===== src/hw/rtl/assert_macros.svh =====
// Assertion helpers, included by line_sensor_position_core.sv.
`ifndef ASSERT_MACROS_SVH
`define ASSERT_MACROS_SVH

// Property must hold at every clock edge outside reset.
`define LSP_ASSERT(lbl, clk, rst_n, prop, msg) \
	lbl: assert property (@(posedge clk) disable iff (!rst_n) prop) else $error(msg);

// Expression must never be true outside reset.
`define LSP_ASSERT_NEVER(lbl, clk, rst_n, expr, msg) \
	lbl: assert property (@(posedge clk) disable iff (!rst_n) !(expr)) else $error(msg);

`endif


===== src/hw/rtl/lsp_pkg.sv =====
`timescale 1ns / 1ps
package lsp_pkg;

	localparam int NUM_SENSORS_DEF = 8;
	localparam int SAMPLE_BITS_DEF = 10;

	localparam int SAMPLE_W = 10;   // port width of one raw sample
	localparam int CFG_W    = 10;   // width of both config registers
	localparam int PAT_W    = 8;    // on/off pattern width
	localparam int CNT_W    = 4;    // on-sensor count width
	localparam int POS_W    = 16;   // line position width
	localparam int SIDE_W   = 2;
	localparam int ADDR_W   = 3;
	localparam int DATA_W   = 32;

	localparam logic [CFG_W-1:0] ON_THRESHOLD_RST   = CFG_W'(50);
	localparam logic [CFG_W-1:0] POSITION_SCALE_RST = CFG_W'(1000);

	// register index, taken from paddr[2]
	typedef enum logic {
		REG_ON_THRESHOLD   = 1'b0,
		REG_POSITION_SCALE = 1'b1
	} lsp_reg_t;

	localparam logic signed [SIDE_W-1:0] SIDE_NONE  = 2'sb00;
	localparam logic signed [SIDE_W-1:0] SIDE_LEFT  = 2'sb11;
	localparam logic signed [SIDE_W-1:0] SIDE_RIGHT = 2'sb01;

	typedef enum logic [2:0] {
		ST_IDLE,
		ST_MUL,
		ST_SUM,
		ST_DSTART,
		ST_DIV
	} lsp_state_t;

	// per-lane threshold compare result
	typedef struct packed {
		logic gt;   // calibrated value above threshold
		logic lt;   // calibrated value below threshold
	} lsp_flag_t;

	// merged per-word status
	typedef struct packed {
		logic                     no_weight;
		logic                     match;
		logic signed [SIDE_W-1:0] side;
		logic [CNT_W-1:0]         count;
		logic [PAT_W-1:0]         pattern;
	} lsp_merge_t;

endpackage


===== src/hw/rtl/line_sensor_position_core.sv =====
`timescale 1ns / 1ps
// Channel  | handshake                   | word
// ---------+-----------------------------+--------------------------------------------
// input    | in_valid / in_ready         | req_type, sample_0..7, pattern_compare/mask
// output   | out_valid / out_ready       | line_position, no_weight, on_count,
//          |                             | on_pattern, pattern_match, last_side
// config   | psel/penable/pwrite, pready | paddr, pwdata, prdata
//
// One word at a time: accept, lane multiply, merge sum, divider load, then
// SW quotient bits (SW = SAMPLE_BITS + 2*clog2(NUM_SENSORS) + 12, 28 by default)
// from the shared restoring divider, then the output register load.
// The result sits in an output register; the next word is taken while it waits.
// arst_n sets the FSM, config defaults, per-sensor minimums (all ones) and side.
// A stalled output holds the divider result until the output register frees up.
`include "assert_macros.svh"
module line_sensor_position_core import lsp_pkg::*; #(
	parameter int NUM_SENSORS = NUM_SENSORS_DEF,
	parameter int SAMPLE_BITS = SAMPLE_BITS_DEF
) (
	input  logic                     clk,
	input  logic                     arst_n,
	// input words
	input  logic                     in_valid,
	output logic                     in_ready,
	input  logic                     req_type,
	input  logic [SAMPLE_W-1:0]      sample_0,
	input  logic [SAMPLE_W-1:0]      sample_1,
	input  logic [SAMPLE_W-1:0]      sample_2,
	input  logic [SAMPLE_W-1:0]      sample_3,
	input  logic [SAMPLE_W-1:0]      sample_4,
	input  logic [SAMPLE_W-1:0]      sample_5,
	input  logic [SAMPLE_W-1:0]      sample_6,
	input  logic [SAMPLE_W-1:0]      sample_7,
	input  logic [PAT_W-1:0]         pattern_compare,
	input  logic [PAT_W-1:0]         pattern_mask,
	// result words
	output logic                     out_valid,
	input  logic                     out_ready,
	output logic signed [POS_W-1:0]  line_position,
	output logic                     no_weight,
	output logic [CNT_W-1:0]         on_count,
	output logic [PAT_W-1:0]         on_pattern,
	output logic                     pattern_match,
	output logic signed [SIDE_W-1:0] last_side,
	// config
	input  logic                     psel,
	input  logic                     penable,
	input  logic                     pwrite,
	input  logic [ADDR_W-1:0]        paddr,
	input  logic [DATA_W-1:0]        pwdata,
	output logic [DATA_W-1:0]        prdata,
	output logic                     pready
);

	localparam int VW   = SAMPLE_BITS + 1;
	localparam int IDXW = $clog2(NUM_SENSORS);
	localparam int WW   = IDXW + CFG_W;
	localparam int PW   = VW + WW + 1;
	localparam int SW   = PW + IDXW;
	localparam int TW   = VW + IDXW;

	// ---------------- config registers ----------------
	logic [CFG_W-1:0] on_threshold_q;
	logic [CFG_W-1:0] position_scale_q;
	lsp_reg_t         reg_sel;

	assign pready  = 1'b1;
	assign reg_sel = lsp_reg_t'(paddr[2]);

	always_ff @(posedge clk or negedge arst_n) begin
		if (!arst_n) begin
			on_threshold_q   <= ON_THRESHOLD_RST;
			position_scale_q <= POSITION_SCALE_RST;
		end else if (psel && penable && pwrite && pready) begin
			unique case (reg_sel)
				REG_ON_THRESHOLD:   on_threshold_q   <= pwdata[CFG_W-1:0];
				REG_POSITION_SCALE: position_scale_q <= pwdata[CFG_W-1:0];
				default: ;
			endcase
		end
	end

	always_comb begin
		unique case (reg_sel)
			REG_ON_THRESHOLD:   prdata = DATA_W'(on_threshold_q);
			REG_POSITION_SCALE: prdata = DATA_W'(position_scale_q);
			default:            prdata = '0;
		endcase
	end

	// ---------------- sequencer ----------------
	lsp_state_t state_q;
	lsp_state_t state_d;
	logic       accept;
	logic       sum_en;
	logic       div_start;
	logic       div_busy;
	logic       out_load;
	logic       out_valid_q;

	assign accept = in_valid && in_ready;

	always_ff @(posedge clk or negedge arst_n) begin
		if (!arst_n) begin
			state_q <= ST_IDLE;
		end else begin
			state_q <= state_d;
		end
	end

	always_comb begin
		state_d   = state_q;
		in_ready  = 1'b0;
		sum_en    = 1'b0;
		div_start = 1'b0;
		out_load  = 1'b0;
		unique case (state_q)
			ST_IDLE: begin
				in_ready = 1'b1;
				if (in_valid) begin
					state_d = ST_MUL;
				end
			end
			ST_MUL: begin
				state_d = ST_SUM;
			end
			ST_SUM: begin
				sum_en  = 1'b1;
				state_d = ST_DSTART;
			end
			ST_DSTART: begin
				div_start = 1'b1;
				state_d   = ST_DIV;
			end
			ST_DIV: begin
				// wait for the quotient and a free output register
				if (!div_busy && (!out_valid_q || out_ready)) begin
					out_load = 1'b1;
					state_d  = ST_IDLE;
				end
			end
			default: state_d = ST_IDLE;
		endcase
	end

	// ---------------- sensor lanes ----------------
	logic [SAMPLE_W-1:0]   smp  [8];
	logic signed [PW-1:0]  prod [NUM_SENSORS];
	logic signed [VW-1:0]  vval [NUM_SENSORS];
	lsp_flag_t             flag [NUM_SENSORS];

	assign smp[0] = sample_0;
	assign smp[1] = sample_1;
	assign smp[2] = sample_2;
	assign smp[3] = sample_3;
	assign smp[4] = sample_4;
	assign smp[5] = sample_5;
	assign smp[6] = sample_6;
	assign smp[7] = sample_7;

	for (genvar g = 0; g < NUM_SENSORS; g++) begin : g_lane
		lsp_lane #(
			.NUM_SENSORS (NUM_SENSORS),
			.SAMPLE_BITS (SAMPLE_BITS),
			.LANE_IDX    (g)
		) u_lane (
			.clk            (clk),
			.arst_n         (arst_n),
			.load           (accept),
			.cal            (req_type),
			.sample         (smp[g]),
			.on_threshold   (on_threshold_q),
			.position_scale (position_scale_q),
			.v_s1           (vval[g]),
			.prod_s2        (prod[g]),
			.flag_s2        (flag[g])
		);
	end

	// compare/mask travel with the word
	logic [PAT_W-1:0] cmp_s1;
	logic [PAT_W-1:0] msk_s1;

	always_ff @(posedge clk) begin
		if (accept) begin
			cmp_s1 <= pattern_compare;
			msk_s1 <= pattern_mask;
		end
	end

	// ---------------- merge ----------------
	logic signed [SW-1:0] wsum_s3;
	logic signed [TW-1:0] wtot_s3;
	lsp_merge_t           res_s3;

	lsp_merge #(
		.NUM_SENSORS (NUM_SENSORS),
		.SAMPLE_BITS (SAMPLE_BITS)
	) u_merge (
		.clk             (clk),
		.arst_n          (arst_n),
		.en              (sum_en),
		.prod            (prod),
		.v               (vval),
		.flag            (flag),
		.pattern_compare (cmp_s1),
		.pattern_mask    (msk_s1),
		.wsum_s3         (wsum_s3),
		.wtot_s3         (wtot_s3),
		.res_s3          (res_s3)
	);

	// ---------------- divider ----------------
	logic signed [POS_W-1:0] quo;

	lsp_div #(
		.NW (SW),
		.DW (TW)
	) u_div (
		.clk    (clk),
		.arst_n (arst_n),
		.start  (div_start),
		.num    (wsum_s3),
		.den    (wtot_s3),
		.busy   (div_busy),
		.quo    (quo)
	);

	// ---------------- output register ----------------
	always_ff @(posedge clk or negedge arst_n) begin
		if (!arst_n) begin
			out_valid_q <= 1'b0;
		end else if (out_load) begin
			out_valid_q <= 1'b1;
		end else if (out_ready) begin
			out_valid_q <= 1'b0;
		end
	end

	always_ff @(posedge clk) begin
		if (out_load) begin
			line_position <= res_s3.no_weight ? '0 : quo;
			no_weight     <= res_s3.no_weight;
			on_count      <= res_s3.count;
			on_pattern    <= res_s3.pattern;
			pattern_match <= res_s3.match;
			last_side     <= res_s3.side;
		end
	end

	assign out_valid = out_valid_q;

	// ---------------- checks ----------------
	`LSP_ASSERT(a_zero_pos, clk, arst_n, out_valid && no_weight |-> line_position == '0, "position must be zero without weight")
	`LSP_ASSERT(a_count, clk, arst_n, out_valid |-> $countones(on_pattern) == 32'(on_count), "count disagrees with pattern")
	`LSP_ASSERT_NEVER(a_side, clk, arst_n, out_valid && last_side == 2'sb10, "illegal side code")
	`LSP_ASSERT_NEVER(a_acc_busy, clk, arst_n, accept && div_busy, "word accepted during divide")

endmodule


===== src/hw/rtl/lsp_lane.sv =====
`timescale 1ns / 1ps
module lsp_lane import lsp_pkg::*; #(
	parameter int NUM_SENSORS = NUM_SENSORS_DEF,
	parameter int SAMPLE_BITS = SAMPLE_BITS_DEF,
	parameter int LANE_IDX    = 0,
	localparam int VW   = SAMPLE_BITS + 1,
	localparam int IDXW = $clog2(NUM_SENSORS),
	localparam int WW   = IDXW + CFG_W,
	localparam int PW   = VW + WW + 1
) (
	input  logic                   clk,
	input  logic                   arst_n,
	input  logic                   load,
	input  logic                   cal,
	input  logic [SAMPLE_W-1:0]    sample,
	input  logic [CFG_W-1:0]       on_threshold,
	input  logic [CFG_W-1:0]       position_scale,
	output logic signed [VW-1:0]   v_s1,
	output logic signed [PW-1:0]   prod_s2,
	output lsp_flag_t              flag_s2
);

	localparam int CMPW = (VW > CFG_W + 1) ? VW : CFG_W + 1;

	logic [SAMPLE_BITS-1:0] smp;
	logic [SAMPLE_BITS-1:0] cal_q;
	logic [SAMPLE_BITS-1:0] cal_n;
	logic signed [VW-1:0]   v_d;
	logic [WW-1:0]          w_q;
	logic signed [CMPW-1:0] v_c;
	logic signed [CMPW-1:0] th_c;

	assign smp   = SAMPLE_BITS'(sample);
	assign cal_n = (cal && (smp < cal_q)) ? smp : cal_q;
	assign v_d   = $signed({1'b0, smp}) - $signed({1'b0, cal_n});

	// minimum tracker, all ones until calibrated
	always_ff @(posedge clk or negedge arst_n) begin
		if (!arst_n) begin
			cal_q <= '1;
		end else if (load) begin
			cal_q <= cal_n;
		end
	end

	always_ff @(posedge clk) begin
		if (load) begin
			v_s1 <= v_d;
		end
	end

	// index weight follows the scale register
	always_ff @(posedge clk) begin
		w_q <= WW'(LANE_IDX) * WW'(position_scale);
	end

	assign v_c  = CMPW'(v_s1);
	assign th_c = CMPW'($signed({1'b0, on_threshold}));

	always_ff @(posedge clk) begin
		prod_s2    <= PW'(v_s1) * PW'($signed({1'b0, w_q}));
		flag_s2.gt <= v_c > th_c;
		flag_s2.lt <= v_c < th_c;
	end

endmodule


===== src/hw/rtl/lsp_merge.sv =====
`timescale 1ns / 1ps
module lsp_merge import lsp_pkg::*; #(
	parameter int NUM_SENSORS = NUM_SENSORS_DEF,
	parameter int SAMPLE_BITS = SAMPLE_BITS_DEF,
	localparam int VW   = SAMPLE_BITS + 1,
	localparam int IDXW = $clog2(NUM_SENSORS),
	localparam int WW   = IDXW + CFG_W,
	localparam int PW   = VW + WW + 1,
	localparam int SW   = PW + IDXW,
	localparam int TW   = VW + IDXW
) (
	input  logic                  clk,
	input  logic                  arst_n,
	input  logic                  en,
	input  logic signed [PW-1:0]  prod [NUM_SENSORS],
	input  logic signed [VW-1:0]  v    [NUM_SENSORS],
	input  lsp_flag_t             flag [NUM_SENSORS],
	input  logic [PAT_W-1:0]      pattern_compare,
	input  logic [PAT_W-1:0]      pattern_mask,
	output logic signed [SW-1:0]  wsum_s3,
	output logic signed [TW-1:0]  wtot_s3,
	output lsp_merge_t            res_s3
);

	logic signed [SW-1:0]     wsum_d;
	logic signed [TW-1:0]     wtot_d;
	logic [PAT_W-1:0]         pat_d;
	logic [CNT_W-1:0]         cnt_d;
	logic signed [SIDE_W-1:0] side_q;
	logic signed [SIDE_W-1:0] side_d;

	always_comb begin
		wsum_d = '0;
		wtot_d = '0;
		pat_d  = '0;
		cnt_d  = '0;
		for (int i = 0; i < NUM_SENSORS; i++) begin
			wsum_d   = wsum_d + SW'(prod[i]);
			wtot_d   = wtot_d + TW'(v[i]);
			pat_d[i] = flag[i].gt;
			cnt_d    = cnt_d + CNT_W'(flag[i].gt);
		end
	end

	// equality on either end leaves the side unchanged
	always_comb begin
		priority if (flag[0].gt && flag[NUM_SENSORS-1].lt) begin
			side_d = SIDE_LEFT;
		end else if (flag[0].lt && flag[NUM_SENSORS-1].gt) begin
			side_d = SIDE_RIGHT;
		end else begin
			side_d = side_q;
		end
	end

	always_ff @(posedge clk or negedge arst_n) begin
		if (!arst_n) begin
			side_q <= SIDE_NONE;
		end else if (en) begin
			side_q <= side_d;
		end
	end

	always_ff @(posedge clk) begin
		if (en) begin
			wsum_s3           <= wsum_d;
			wtot_s3           <= wtot_d;
			res_s3.no_weight  <= (wtot_d == '0);
			res_s3.match      <= (pat_d & pattern_mask) == (pattern_compare & pattern_mask);
			res_s3.side       <= side_d;
			res_s3.count      <= cnt_d;
			res_s3.pattern    <= pat_d;
		end
	end

endmodule


===== src/hw/rtl/lsp_div.sv =====
`timescale 1ns / 1ps
module lsp_div import lsp_pkg::*; #(
	parameter int NW = 28,
	parameter int DW = 14
) (
	input  logic                    clk,
	input  logic                    arst_n,
	input  logic                    start,
	input  logic signed [NW-1:0]    num,
	input  logic signed [DW-1:0]    den,
	output logic                    busy,
	output logic signed [POS_W-1:0] quo
);

	localparam int CW = $clog2(NW + 1);
	localparam logic [NW-1:0] POS_MAX = NW'((1 << (POS_W - 1)) - 1);
	localparam logic [NW-1:0] NEG_MAX = NW'(1 << (POS_W - 1));

	logic [CW-1:0] cnt_q;
	logic [NW-1:0] quo_q;
	logic [DW-1:0] rem_q;
	logic [DW-1:0] den_q;
	logic          neg_q;
	logic [DW:0]   rem_sh;
	logic [DW:0]   rem_sub;
	logic [NW-1:0] num_mag;
	logic [DW-1:0] den_mag;

	assign num_mag = num[NW-1] ? NW'(-num) : NW'(num);
	assign den_mag = den[DW-1] ? DW'(-den) : DW'(den);
	assign rem_sh  = {rem_q, quo_q[NW-1]};
	assign rem_sub = rem_sh - {1'b0, den_q};
	assign busy    = (cnt_q != '0);

	always_ff @(posedge clk or negedge arst_n) begin
		if (!arst_n) begin
			cnt_q <= '0;
		end else if (start) begin
			cnt_q <= CW'(NW);
		end else if (busy) begin
			cnt_q <= cnt_q - 1'b1;
		end
	end

	// restoring division on magnitudes, one quotient bit per cycle
	always_ff @(posedge clk) begin
		if (start) begin
			quo_q <= num_mag;
			den_q <= den_mag;
			rem_q <= '0;
			neg_q <= num[NW-1] ^ den[DW-1];
		end else if (busy) begin
			if (!rem_sub[DW]) begin
				rem_q <= rem_sub[DW-1:0];
				quo_q <= {quo_q[NW-2:0], 1'b1};
			end else begin
				rem_q <= rem_sh[DW-1:0];
				quo_q <= {quo_q[NW-2:0], 1'b0};
			end
		end
	end

	// sign and saturate
	always_comb begin
		if (neg_q) begin
			quo = (quo_q > NEG_MAX) ? $signed(POS_W'(NEG_MAX)) : $signed(POS_W'(NW'(-quo_q)));
		end else begin
			quo = (quo_q > POS_MAX) ? $signed(POS_W'(POS_MAX)) : $signed(POS_W'(quo_q));
		end
	end

endmodule


===== config.mk =====
export PLATFORM = sky130hd
export DESIGN_NAME = line_sensor_position_core
export DESIGN_NICKNAME = d
export VERILOG_FILES = /design/src/hw/rtl/lsp_pkg.sv /design/src/hw/rtl/line_sensor_position_core.sv /design/src/hw/rtl/lsp_lane.sv /design/src/hw/rtl/lsp_merge.sv /design/src/hw/rtl/lsp_div.sv
export VERILOG_INCLUDE_DIRS = /design/src /design/src/hw/rtl
export SDC_FILE = /design/constraint.sdc
export NUM_CORES = 2
export LEC_CHECK = 0
export BUFFER_PORTS_ARGS = -buffer_cell sky130_fd_sc_hd__buf_2
export CAP_MARGIN = 0
export CELL_PAD_IN_SITES_DETAIL_PLACEMENT = 1
export CELL_PAD_IN_SITES_GLOBAL_PLACEMENT = 2
export CORE_ASPECT_RATIO = 0.8
export CORE_MARGIN = 5
export CORE_UTILIZATION = 40
export DETAILED_ROUTE_END_ITERATION = 16
export GPL_TIMING_DRIVEN = 0
export PLACE_DENSITY = 0.81
export SYNTH_ARGS = -nofsm -noshare
export SYNTH_HDL_FRONTEND = slang
export SYNTH_HIERARCHICAL = 1
export SYNTH_SLANG_ARGS = --single-unit

===== constraint.sdc =====
create_clock -name clk -period 9 [get_ports clk]
set_input_delay 0.45 -clock clk [delete_from_list [all_inputs] [get_ports clk]]
set_output_delay 0.45 -clock clk [all_outputs]
set_load 0.005 [all_outputs]

==> results.md <==
- Antenna Violating Nets Remaining: 0
- Outcome: finished, final reports clean
- Crit Path Class: flop to flop
- Synthesized area per cell: 9.707 µm²
- CTS tree: yes
- Share of layout cells above drive strength 1: between 8 and 9%
- Core Footprint: between 150000 and 200000 µm²
- Placed cell count: around 10000
- CTS root buf: clkbuf_16
- Met3 Use GR: slightly above 4%
- WP data arrival: between 7 and 8 ns
- Slew Limit Fails: 0
- Chip height: approximately 390 µm
- Worst-Margin Slew: roughly 1.3 ns
- Dpl cell area: about 75000 µm²
- Max Clock Freq: about 0.15 GHz
- Design area: 78380 µm²
- Area Overhead vs Synth: 10.72%
- Num CTS Buffers: 74
- Area occupied by registers: approximately 15000 µm²
- DR pass1 iterations: 7
- Unrepaired setup endpoints after global routing: false
- Clock period minus worst slack: around 6.7 ns
- Met1 usage: approximately 34%
- Max cap viols: 0
- Clock tree buffer depth: 3
- IO buf count: around 160
- M2 GR Usage: 35.48%
- Skew final: 0.05949 ns
- Area of the multi-input gates: 48240 µm²
- H-tree Lvls: 3
- Via Count: about 50000
- Detailed Route WL: between 200000 and 250000 µm
- Final net count: approximately 9500
- Vias/cell: a little over 5
- Initial cell density of the core: between 40% and 50%
- Headroom to the max-slew limit: about 14%
- Netlist Area Pre-Place: 70790 µm²
- Drt drc: 0
- Critical path capture point type: flop
- Final GP Congestion: about 0.9
- # fillers: ~20000
- Post-cts hold buffer count: 87
- Initial antenna violation count: 34
- Crit-path max FO: 10
- Clk slew on worst S/H paths: 0.06 ns
- Final hold vios: 0
- HP Class: input port to flop
- Vias in the first global route: 55412
- Wire per inst: around 21 µm
- Total global-route track usage: 22.99%
- Mapped Cells: about 7300
- GR peak layer: met2
- Remaining global-route overflow: 0
- Ys Warns: 6
- Die area: 185500 µm²
- First-pass GRT wire length: around 330000 µm
- Post-CTS Setup Inserts: 0
- Sink Count: between 600 and 700
- Iteration-0 DRC Markers: just under 3000
- Worst skew pair latency: slightly above 0.7 ns
- Startpoint types: flop
- Hpwl dp: about 180000 µm
- # IOs: between 200 and 250
- CP Data Required Time: approximately 9.5 ns
- PostCTS Resize Cnt: 0
- Endpoints failing setup: 0
- Period utilization: between 70 and 80%
- Largest net degree at the start of global routing: just under 90
- Die W: between 400 and 500 µm
- Non-filler cells, final: around 10000
- Num rows: approximately 140
-- cell type report --
class                   count  area share, %
repair buffers            256          2.383
diodes                     14        0.04470
plain buffers             253          1.616
multi-input cells        4844          61.55
clock buffers             102          2.711
well taps                2380          3.799
flip-flops and latches    616          19.62
clock inverters            33         0.4949
inverters                1625          7.782
-- cell usage in the layout (no fill, tap or decap), drive strengths merged, types with 15 or more instances in the layout --
| cell | n |
|---|---|
| nand2 | 571 |
| a311oi | 18 |
| and2 | 442 |
| o21a | 36 |
| edfxtp | 237 |
| xnor2 | 201 |
| mux2 | 114 |
| or3 | 19 |
| dfstp | 89 |
| conb | 52 |
| o21bai | 15 |
| a211oi | 36 |
| xor2 | 120 |
| clkbuf | 277 |
| nand2b | 66 |
| dfrtp | 22 |
| o21ai | 202 |
| dfxtp | 268 |
| fa | 941 |
| mux2i | 71 |
| a31oi | 31 |
| nand3 | 56 |
| a21boi | 21 |
| inv | 1629 |
| clkinv | 23 |
| ha | 794 |
| dlygate4sd3 | 87 |
| o31ai | 27 |
| a21oi | 301 |
| nand4 | 35 |
| a21o | 113 |
| nor2b | 85 |
| buf | 246 |
| nor2 | 226 |
| nor3 | 54 |
-- per-layer routing --
metal,wire length (µm),part of all wire [%],up-vias
met2,92400,44,1185
met1,100500,47,25956
met3,14430,6.8,215
met4,4541,2.1,8
met5,45,0.021,-
li1,-,-,23658
-- flip-flops by register name (all words and copies together), names as in the netlist, 2 cells and up --
register / count
g_lane.u_lane/v_s1: 88
u_div/cnt_q: 5
on_threshold_q: 10
g_lane.u_lane/prod_s2: 164
position_scale_q: 10
last_side: 2
u_div/den_q: 14
u_div/rem_q: 14
g_lane.u_lane/w_q: 80
msk_s1: 8
u_div/quo_q: 28
cmp_s1: 8
u_merge/wtot_s3: 14
u_merge/res_s3: 16
on_count: 4
state_q: 3
g_lane.u_lane/flag_s2: 10
line_position: 16
u_merge/wsum_s3: 28
g_lane.u_lane/cal_q: 80
on_pattern: 8
u_merge/side_q: 2
-- critical path, stage by stage, from the launching register on --
cell and delay [ns]:
edfxtp_1 0.71, clkbuf_1 0.51, nand2_1 0.16, fa_1 0.56, fa_1 0.42, fa_1 0.49, inv_1 0.06, fa_1 0.55
fa_1 0.43, ha_1 0.36, nand2_2 0.08, o31ai_2 0.43, o21ai_2 0.13, a21oi_2 0.24, nor3_1 0.08, o21ai_0 0.19
xor2_1 1.00
-- worst paths after layout --
path	depth (start not counted)	startpoint	end	slack (ns)
min reg2reg	0	u_merge/res_s3[14]$_DFFE_PP_	pattern_match$_DFFE_PP_	0.42
max	16	g_lane[7].u_lane/v_s1[2]$_DFFE_PP_	g_lane[7].u_lane/prod_s2[23]$_DFF_P_	2.31
min in group asynchronous	2	arst_n	u_div/cnt_q[4]$_DFFE_PN0P_	0.32
max reg2reg	16	g_lane[7].u_lane/v_s1[2]$_DFFE_PP_	g_lane[7].u_lane/prod_s2[23]$_DFF_P_	2.31
min	3	sample_7[1]	g_lane[7].u_lane/cal_q[1]$_DFFE_PN1P_	0.06
max in group asynchronous	3	arst_n	g_lane[4].u_lane/cal_q[5]$_DFFE_PN1P_	7.76
-- stage by stage --
stage	hold slack [ns]	TNS, ns	util (%)	setup slack (ns)
5_1_grt	0.03417	0	44.40	1.987
2_1_floorplan	0.1544	0	-	3.287
3_5_place_dp	0.4082	0	42.48	2.523
3_3_place_gp	0.4046	-15.15	42.35	-0.7482
6_report	0.05881	0	44.41	2.308
4_1_cts	0.0002958	0	44.40	2.476
Power is not shown: default switching activity piles up to over one toggle a cycle in this logic, so the estimate is an artifact.
